**config.mk**
```make
export PLATFORM = sky130hd
export DESIGN_NAME = line_rasterizer_top
export DESIGN_NICKNAME = d
export VERILOG_FILES = /design/src/hw/rtl/lr_pkg.sv /design/src/hw/rtl/line_rasterizer_top.sv /design/src/hw/rtl/lr_front.sv /design/src/hw/rtl/lr_queue.sv /design/src/hw/rtl/lr_back.sv
export SDC_FILE = /design/constraint.sdc
export NUM_CORES = 1
export LEC_CHECK = 0
export BUFFER_PORTS_ARGS = -buffer_cell sky130_fd_sc_hd__buf_2
export CAP_MARGIN = 20
export CELL_PAD_IN_SITES_DETAIL_PLACEMENT = 0
export CELL_PAD_IN_SITES_GLOBAL_PLACEMENT = 1
export CORE_UTILIZATION = 35
export DETAILED_ROUTE_END_ITERATION = 16
export PLACE_DENSITY_LB_ADDON = 0.25
export SLEW_MARGIN = 20
export SYNTH_ARGS = -nofsm -noshare
export SYNTH_HDL_FRONTEND = slang
export SYNTH_SLANG_ARGS = --single-unit
```
**constraint.sdc**
```tcl
create_clock -name i_clk -period 9.3 [get_ports i_clk]
set_input_delay 0.465 -clock i_clk [delete_from_list [all_inputs] [get_ports i_clk]]
set_output_delay 0.465 -clock i_clk [all_outputs]
set_load 0.02 [all_outputs]
```
**src/hw/rtl/lr_pkg.sv**
```systemverilog
// Shared types, constants and helpers for the line rasterizer.
package lr_pkg;

    localparam int X_W         = 9;
    localparam int Y_W         = 8;
    localparam int POS_W       = 9;
    localparam int ERR_W       = 11;
    localparam int COLOUR_W    = 16;
    localparam int ADDR_W      = 32;
    localparam int ROW_SHIFT   = 10;
    localparam int S_TDATA_W   = 56;
    localparam int M_TDATA_W   = 72;
    localparam int QUEUE_DEPTH = 4;
    localparam int QUEUE_AW    = $clog2(QUEUE_DEPTH);
    localparam int QUEUE_CW    = $clog2(QUEUE_DEPTH + 1);

    typedef enum logic {
        KIND_LOAD = 1'b0,
        KIND_STEP = 1'b1
    } t_kind;

    typedef struct packed {
        t_kind                 kind;
        logic                  steep;
        logic [POS_W-1:0]      major_pos;
        logic [POS_W-1:0]      major_stop;
        logic [POS_W-1:0]      major_delta;
        logic [POS_W-1:0]      minor_pos;
        logic [POS_W-1:0]      minor_delta;
        logic                  minor_down;
        logic [COLOUR_W-1:0]   colour;
    } t_line_cmd;

    typedef struct packed {
        logic drawing;
        logic pix_issue;
        logic pix_last;
    } t_back_status;

    function automatic logic [ADDR_W-1:0] pixel_addr(
        input logic [ADDR_W-1:0] base,
        input logic [X_W-1:0]    x,
        input logic [Y_W-1:0]    y
    );
        logic [ADDR_W-1:0] row_off;
        logic [ADDR_W-1:0] col_off;
        row_off = ADDR_W'(y) << ROW_SHIFT;
        col_off = ADDR_W'(x) << 1;
        return base + row_off + col_off;
    endfunction

endpackage

```
**src/hw/rtl/line_rasterizer_top.sv**
```systemverilog
// Line rasterizer: Bresenham front end, command queue and drawing engine.
// An accepted step request is held in the command queue, then its pixel is registered in the output register.
// Sustained throughput is one request per cycle while the master side takes pixels; the queue holds four requests.
// Line setup is combinational in the front end.
// Reset is synchronous and active low; it empties the queue, ends any line,
// drops the output request and clears the frame base to zero.
module line_rasterizer_top (
    input  logic                           i_clk,
    input  logic                           i_rst_n,
    input  logic                           i_cfg_valid,
    output logic                           o_cfg_ready,
    input  logic [lr_pkg::ADDR_W-1:0]      i_cfg_data,
    input  logic                           s_axis_tvalid,
    output logic                           s_axis_tready,
    // start_x[8:0], start_y[16:9], end_x[25:17], end_y[33:26], line_colour[49:34], zero pad
    input  logic [lr_pkg::S_TDATA_W-1:0]   s_axis_tdata,
    // mode[0]
    input  logic                           s_axis_tuser,
    output logic                           m_axis_tvalid,
    input  logic                           m_axis_tready,
    // pixel_x[8:0], pixel_y[16:9], pixel_colour[32:17], pixel_address[64:33], zero pad
    output logic [lr_pkg::M_TDATA_W-1:0]   m_axis_tdata,
    output logic                           m_axis_tlast
);

    logic [lr_pkg::ADDR_W-1:0] r_frame_base;
    logic                      q_full;
    logic                      q_push;
    logic                      q_pop;
    logic                      q_valid;
    lr_pkg::t_line_cmd         front_cmd;
    lr_pkg::t_line_cmd         q_cmd;
    lr_pkg::t_back_status      back_status;

    assign o_cfg_ready = 1'b1;

    always_ff @(posedge i_clk) begin
        if (!i_rst_n) begin
            r_frame_base <= '0;
        end else if (i_cfg_valid) begin
            r_frame_base <= i_cfg_data;
        end
    end

    lr_front u_front (
        .s_axis_tvalid (s_axis_tvalid),
        .i_tdata       (s_axis_tdata),
        .i_tuser       (s_axis_tuser),
        .i_q_full      (q_full),
        .o_ready       (s_axis_tready),
        .o_push        (q_push),
        .o_cmd         (front_cmd)
    );

    lr_queue u_queue (
        .i_clk   (i_clk),
        .i_rst_n (i_rst_n),
        .i_push  (q_push),
        .i_cmd   (front_cmd),
        .i_pop   (q_pop),
        .o_full  (q_full),
        .o_valid (q_valid),
        .o_cmd   (q_cmd)
    );

    lr_back u_back (
        .i_clk         (i_clk),
        .i_rst_n       (i_rst_n),
        .i_frame_base  (r_frame_base),
        .i_q_valid     (q_valid),
        .i_cmd         (q_cmd),
        .o_q_pop       (q_pop),
        .m_axis_tvalid (m_axis_tvalid),
        .m_axis_tready (m_axis_tready),
        .o_tdata       (m_axis_tdata),
        .m_axis_tlast  (m_axis_tlast),
        .o_status      (back_status)
    );

    a_last_ends_line : assert property (@(posedge i_clk) disable iff (!i_rst_n)
        back_status.pix_issue && back_status.pix_last |=> !back_status.drawing)
        else $error("Line still drawing after its last pixel.");

    a_mid_keeps_line : assert property (@(posedge i_clk) disable iff (!i_rst_n)
        back_status.pix_issue && !back_status.pix_last |=> back_status.drawing)
        else $error("Line ended before its last pixel.");

    a_issue_shows : assert property (@(posedge i_clk) disable iff (!i_rst_n)
        back_status.pix_issue |=> m_axis_tvalid)
        else $error("Issued pixel did not reach the output.");

endmodule

```
**src/hw/rtl/lr_front.sv**
```systemverilog
// Front end: accepts requests and decodes line loads into queue commands.
module lr_front (
    input  logic                           s_axis_tvalid,
    input  logic [lr_pkg::S_TDATA_W-1:0]   i_tdata,
    input  logic                           i_tuser,
    input  logic                           i_q_full,
    output logic                           o_ready,
    output logic                           o_push,
    output lr_pkg::t_line_cmd              o_cmd
);

    logic [lr_pkg::POS_W-1:0] ax, ay, bx, by;
    logic [lr_pkg::POS_W-1:0] dx, dy;
    logic [lr_pkg::POS_W-1:0] p0, q0, p1, q1;
    logic                     steep;
    logic                     swap;
    logic [lr_pkg::POS_W-1:0] maj_lo, maj_hi, min_lo, min_hi;

    assign ax = i_tdata[8:0];
    assign ay = {1'b0, i_tdata[16:9]};
    assign bx = i_tdata[25:17];
    assign by = {1'b0, i_tdata[33:26]};

    assign o_ready = !i_q_full;
    assign o_push  = s_axis_tvalid && !i_q_full;

    always_comb begin
        dx     = (ax > bx) ? (ax - bx) : (bx - ax);
        dy     = (ay > by) ? (ay - by) : (by - ay);
        steep  = dy > dx;
        p0     = steep ? ay : ax;
        q0     = steep ? ax : ay;
        p1     = steep ? by : bx;
        q1     = steep ? bx : by;
        swap   = p0 > p1;
        maj_lo = swap ? p1 : p0;
        maj_hi = swap ? p0 : p1;
        min_lo = swap ? q1 : q0;
        min_hi = swap ? q0 : q1;

        o_cmd.kind        = i_tuser ? lr_pkg::KIND_STEP : lr_pkg::KIND_LOAD;
        o_cmd.steep       = steep;
        o_cmd.major_pos   = maj_lo;
        o_cmd.major_stop  = maj_hi;
        o_cmd.major_delta = maj_hi - maj_lo;
        o_cmd.minor_pos   = min_lo;
        o_cmd.minor_delta = (min_lo > min_hi) ? (min_lo - min_hi) : (min_hi - min_lo);
        o_cmd.minor_down  = min_lo > min_hi;
        o_cmd.colour      = i_tdata[49:34];
    end

endmodule

```
**src/hw/rtl/lr_queue.sv**
```systemverilog
// Short command queue between the front end and the drawing engine.
module lr_queue (
    input  logic               i_clk,
    input  logic               i_rst_n,
    input  logic               i_push,
    input  lr_pkg::t_line_cmd  i_cmd,
    input  logic               i_pop,
    output logic               o_full,
    output logic               o_valid,
    output lr_pkg::t_line_cmd  o_cmd
);

    lr_pkg::t_line_cmd r_entry [lr_pkg::QUEUE_DEPTH];
    logic [lr_pkg::QUEUE_AW-1:0] r_wr_ptr, n_wr_ptr;
    logic [lr_pkg::QUEUE_AW-1:0] r_rd_ptr, n_rd_ptr;
    logic [lr_pkg::QUEUE_CW-1:0] r_count, n_count;
    logic                        do_push, do_pop;

    assign o_full  = r_count == lr_pkg::QUEUE_CW'(lr_pkg::QUEUE_DEPTH);
    assign o_valid = r_count != '0;
    assign o_cmd   = r_entry[r_rd_ptr];
    assign do_push = i_push && !o_full;
    assign do_pop  = i_pop && o_valid;

    always_comb begin
        n_wr_ptr = do_push ? r_wr_ptr + 1'b1 : r_wr_ptr;
        n_rd_ptr = do_pop ? r_rd_ptr + 1'b1 : r_rd_ptr;
        n_count  = r_count;
        if (do_push && !do_pop) begin
            n_count = r_count + 1'b1;
        end else if (do_pop && !do_push) begin
            n_count = r_count - 1'b1;
        end
    end

    always_ff @(posedge i_clk) begin
        if (!i_rst_n) begin
            r_wr_ptr <= '0;
            r_rd_ptr <= '0;
            r_count  <= '0;
        end else begin
            r_wr_ptr <= n_wr_ptr;
            r_rd_ptr <= n_rd_ptr;
            r_count  <= n_count;
        end
    end

    always_ff @(posedge i_clk) begin
        if (do_push) begin
            r_entry[r_wr_ptr] <= i_cmd;
        end
    end

endmodule

```
**src/hw/rtl/lr_back.sv**
```systemverilog
// Drawing engine: runs the Bresenham stepping and holds the pixel output register.
module lr_back (
    input  logic                           i_clk,
    input  logic                           i_rst_n,
    input  logic [lr_pkg::ADDR_W-1:0]      i_frame_base,
    input  logic                           i_q_valid,
    input  lr_pkg::t_line_cmd              i_cmd,
    output logic                           o_q_pop,
    output logic                           m_axis_tvalid,
    input  logic                           m_axis_tready,
    output logic [lr_pkg::M_TDATA_W-1:0]   o_tdata,
    output logic                           m_axis_tlast,
    output lr_pkg::t_back_status           o_status
);

    logic                                r_drawing, n_drawing;
    logic                                r_steep;
    logic [lr_pkg::POS_W-1:0]            r_major_pos, n_major_pos;
    logic [lr_pkg::POS_W-1:0]            r_minor_pos, n_minor_pos;
    logic [lr_pkg::POS_W-1:0]            r_major_stop;
    logic [lr_pkg::POS_W-1:0]            r_major_delta;
    logic [lr_pkg::POS_W-1:0]            r_minor_delta;
    logic signed [lr_pkg::ERR_W-1:0]     r_err, n_err;
    logic                                r_minor_down;
    logic [lr_pkg::COLOUR_W-1:0]         r_colour;

    logic                                r_out_valid;
    logic [lr_pkg::X_W-1:0]              r_out_x;
    logic [lr_pkg::Y_W-1:0]              r_out_y;
    logic [lr_pkg::COLOUR_W-1:0]         r_out_colour;
    logic [lr_pkg::ADDR_W-1:0]           r_out_addr;
    logic                                r_out_last;

    logic                                out_free;
    logic                                is_load;
    logic                                load_go;
    logic                                pix_issue;
    logic                                pix_last;
    logic signed [lr_pkg::ERR_W-1:0]     err_sum;
    logic signed [lr_pkg::ERR_W-1:0]     load_err;
    logic [lr_pkg::X_W-1:0]              pix_x;
    logic [lr_pkg::Y_W-1:0]              pix_y;
    logic [lr_pkg::POS_W-1:0]            pix_ysel;

    assign out_free  = !r_out_valid || m_axis_tready;
    assign is_load   = i_cmd.kind == lr_pkg::KIND_LOAD;
    assign load_go   = i_q_valid && is_load;
    assign pix_issue = i_q_valid && !is_load && r_drawing && out_free;
    assign o_q_pop   = i_q_valid && (is_load || !r_drawing || out_free);

    always_comb begin
        err_sum  = r_err + $signed({2'b00, r_minor_delta});
        load_err = lr_pkg::ERR_W'(0)
                   - $signed({3'b000, i_cmd.major_delta[lr_pkg::POS_W-1:1]});
        pix_x    = r_steep ? r_minor_pos : r_major_pos;
        pix_ysel = r_steep ? r_major_pos : r_minor_pos;
        pix_y    = pix_ysel[lr_pkg::Y_W-1:0];

        n_major_pos = r_major_pos + 1'b1;
        n_minor_pos = r_minor_pos;
        n_err       = err_sum;
        if (err_sum > $signed(lr_pkg::ERR_W'(0))) begin
            n_minor_pos = r_minor_down ? r_minor_pos - 1'b1 : r_minor_pos + 1'b1;
            n_err       = err_sum - $signed({2'b00, r_major_delta});
        end
        pix_last  = n_major_pos == r_major_stop;

        n_drawing = r_drawing;
        if (load_go) begin
            n_drawing = i_cmd.major_delta != '0;
        end else if (pix_issue && pix_last) begin
            n_drawing = 1'b0;
        end
    end

    always_ff @(posedge i_clk) begin
        if (!i_rst_n) begin
            r_drawing   <= 1'b0;
            r_out_valid <= 1'b0;
        end else begin
            r_drawing <= n_drawing;
            if (pix_issue) begin
                r_out_valid <= 1'b1;
            end else if (m_axis_tready) begin
                r_out_valid <= 1'b0;
            end
        end
    end

    always_ff @(posedge i_clk) begin
        if (load_go) begin
            r_steep       <= i_cmd.steep;
            r_major_pos   <= i_cmd.major_pos;
            r_minor_pos   <= i_cmd.minor_pos;
            r_major_stop  <= i_cmd.major_stop;
            r_major_delta <= i_cmd.major_delta;
            r_minor_delta <= i_cmd.minor_delta;
            r_minor_down  <= i_cmd.minor_down;
            r_err         <= load_err;
            r_colour      <= i_cmd.colour;
        end else if (pix_issue) begin
            r_major_pos <= n_major_pos;
            r_minor_pos <= n_minor_pos;
            r_err       <= n_err;
        end
        if (pix_issue) begin
            r_out_x      <= pix_x;
            r_out_y      <= pix_y;
            r_out_colour <= r_colour;
            r_out_addr   <= lr_pkg::pixel_addr(i_frame_base, pix_x, pix_y);
            r_out_last   <= pix_last;
        end
    end

    assign m_axis_tvalid = r_out_valid;
    assign m_axis_tlast  = r_out_last;
    assign o_tdata       = {7'b0000000, r_out_addr, r_out_colour, r_out_y, r_out_x};

    assign o_status.drawing   = r_drawing;
    assign o_status.pix_issue = pix_issue;
    assign o_status.pix_last  = pix_last;

endmodule

```
==> impl_metrics.yaml <==
clock_tree:
  htreeDepth: 2
  clock_path_buffers: 3
  cts_tree: "done"
  cts_buffers: 45
  cts-root-buf: "clkbuf_16"
  clock_latency_ns: 0.58
  cts.clk_slew.worst_paths_ns: 0.06
  cts_num_sinks: 439
sta:
  slew_headroom: 0.2961
  min_period_ns: 8.893
  slew_viol_final: 0
  setup_viol: 0
  whs_ns: 0.09837
  fmax_mhz: 112.4
  clock_skew_ns: 0.01099
  setup_slack_ns: 0.4071
  finalHoldViolCount: 0
  worst_slew_pin_slew_ns: 1.056
  fin_crit_sh: 0.9562
place:
  placed_area_sq_um: 25050
  dp_slack_ns: -0.4411
  place_congestion: 0.8760
  port_buffers: 155
  hpwl_um: 37550
floorplan:
  die_w_um: 252.9
  initial_core_util: 0.3557
  die_h_um: 252.9
  die-area_sq_um: 63950
  core_sq_um: 61940
  num_rows: 91
  io-pin-count: 170
yosys:
  synthCells: 1645
  ys_ff_latch: 439
  syn_area_per_cell_sq_um: 13.39
  yosysTopAreaCellShare: 0.5398
  synth_cell_types: 74
  synth_top_area_cell: "edfxtp_1"
  yosys_warnings: 0
  synth_edf_count: 396
  synth_area_sq_um: 22030
  synthArstFlopShare: 0
  synth_seq_area_share: 0.5789
  synth_area_leaders: "edfxtp_1, ha_1, mux4_2"
  ys.flop_type: "edfxtp_1"
drt:
  drt_pre_antenna_iters: 5
  antenna_left: 0
  vias: 13924
  drt_iter0_drc: 673
  drc: 0
  routed_wl_um: 52540
  wl_per_cell_um: 18.39
  avgViaCountPerCell: 4.874
job:
  cap_violations: 0
final_layout:
  regArea_sq_um: 12760
  antenna-diode-count: 0
  multiInputGateArea_sq_um: 8706
  nets: 2207
  fill_cells: 5809
  final_area_sq_um: 26750
  syn2layout_area_growth_pct: 21.44
  drive_above_1_share: 0.2688
global_route:
  grt_busiest_layer: "met2"
  overflow: 0
  use_met3: 0.02580
  gr-usage-all-layers: 0.1633
  grt_use_met2: 0.2812
  use_met1: 0.2127
  grt_max_degree: 65
  grt_pass1_wl_um: 80230
  antenna_found_initial: 0
  grt_pass1_vias: 14105
critical_path:
  criticalPathCategory: "input port to register"
  start_kind: "input port"
  max_stage_delay_ns: 0.37
  arrival_ns: 9.19
  endpoint_kind: "register"
  r2r_cells: 16
  startpoint: "s_axis_tdata[3]"
  critPathMaxFanout: 25
  r2r-start: "u_back.r_steep"
  slowest_stage: "maj3_1"
  required_ns: 9.60
min_path:
  worstHoldStart: "s_axis_tdata[44]"
  hold-path-cell-count: 1
  min_path_type: "input port to register"
run_status:
  outcome: "completed"
[repair_timing]
action / CTS / global route
gates resized for setup: 0 / 25
buffers inserted: 0 / 13
hold buffers: 0 / 0
endpoints found under the setup margin: 0 / 16
[worst paths after layout]
check	to	slack (ns)
worst max-delay path	u_queue.r_entry[0][25]	0.41
worst min-delay path	u_queue.r_entry[3][10]	0.1
worst min register to register	u_back.r_out_colour[5]	0.42
worst max register to register	u_back.r_out_addr[31]	5.00
[stage by stage]
step | util | TNS [ns] | instances
finish | 0.4319 | 0 | 2857
global route | 0.4319 | -0.1737 | 2857
global placement | 0.4043 | -2.197 | 2761
floorplan | - | 0 | 1651
detailed placement | 0.4044 | -4.296 | 2761
CTS | 0.4284 | 0 | 2842
[layout by cell type, fill, tap and decap left out, types with 7 or more instances in the layout]
| master | Yosys | routed |
|---|---|---|
| buf_2 | 10 | 155 |
| a21o_1 | 24 | 23 |
| o21bai_1 | 9 | 9 |
| o21ai_0 | 54 | 47 |
| nand4_1 | 13 | 13 |
| buf_4 | 8 | 187 |
| dfxtp_1 | 43 | 41 |
| inv_1 | 124 | 122 |
| clkinv_1 | 0 | 8 |
| clkbuf_16 | 0 | 45 |
| a21oi_1 | 94 | 91 |
| fa_1 | 11 | 11 |
| edfxtp_1 | 396 | 396 |
| mux2i_1 | 66 | 62 |
| or3_1 | 9 | 9 |
| and2_1 | 21 | 19 |
| clkbuf_1 | 31 | 8 |
| nand2_1 | 105 | 105 |
| nor2_1 | 77 | 75 |
| o21ai_1 | 6 | 11 |
| a211oi_1 | 8 | 8 |
| nand3_1 | 22 | 21 |
| conb_1 | 2 | 8 |
| mux2_2 | 18 | 18 |
| nor3_1 | 20 | 20 |
| and3_1 | 14 | 10 |
| xor2_1 | 35 | 35 |
| xnor2_1 | 69 | 69 |
| nor2b_1 | 44 | 44 |
| o211ai_1 | 25 | 25 |
| o21a_1 | 7 | 7 |
| mux4_2 | 64 | 64 |
| ha_1 | 116 | 116 |
[layer usage]
metal	share of wire	routed length, um
met5	0	0
met4	0.022	1142
met3	0.039	2062
met2	0.49	25630
met1	0.45	23700
[critical path: cells and delay by family]
| kind | cells | cell delay [ns] |
|---|---|---|
| adders and majority gates | 5 | 1.56 |
| muxes | 3 | 0.61 |
| AOI/OAI and AO/OA | 21 | 4.02 |
| buffers and inverters | 9 | 1.23 |
| and+or+nand+nor | 8 | 1.01 |
| xor gates and xnor gates | 2 | 0.25 |
[state kept, by name (all words and copies together) (netlist names), 3 cells and up, named ones only]
name / count
u_back.r_out_colour: 16
r_frame_base: 32
u_queue.r_entry: 256
u_back.r_err: 11
u_back.r_out_x: 9
u_back.r_major_pos: 9
u_queue.r_count: 3
u_back.r_out_y: 8
u_back.r_minor_delta: 9
u_back.r_colour: 16
u_back.r_major_stop: 9
u_back.r_major_delta: 9
u_back.r_minor_pos: 9
u_back.r_out_addr: 32
[cells by family after synthesis]
family	count (synthesis)	share of synthesized area
xor gates and xnor gates	104	0.04135
other	2	0.0003409
adders and majority gates	131	0.07770
DFF	439	0.5789
muxes	149	0.1052
buffers and inverters	187	0.03402
and+or+nand+nor	348	0.07787
AOI/OAI and AO/OA	285	0.08463
[final cells by class]
class                   count  share of cell area
well taps                 837             0.03914
repair buffers            348             0.08531
multi-input cells        1027              0.3254
flip-flops and latches    439              0.4768
clock buffers              53             0.04321
clock inverters            28             0.01230
inverters                 125             0.01777
[Yosys cell counts (10+ instances only)]
master    number
inv_1        124
ha_1         116
nand3_1       22
and2_1        21
and3_1        14
mux4_2        64
mux2_2        18
nand4_1       13
nor3_1        20
a21o_1        24
buf_2         10
edfxtp_1     396
nor2_1        77
nand2_1      105
xnor2_1       69
o211ai_1      25
fa_1          11
nor2b_1       44
xor2_1        35
mux2i_1       66
o21ai_0       54
a21oi_1       94
clkbuf_1      31
dfxtp_1       43
buf_1         13
Power is left out: the tool's default activity adds up to more than one toggle a clock period on the data nets, which glitch-free logic cannot reach.
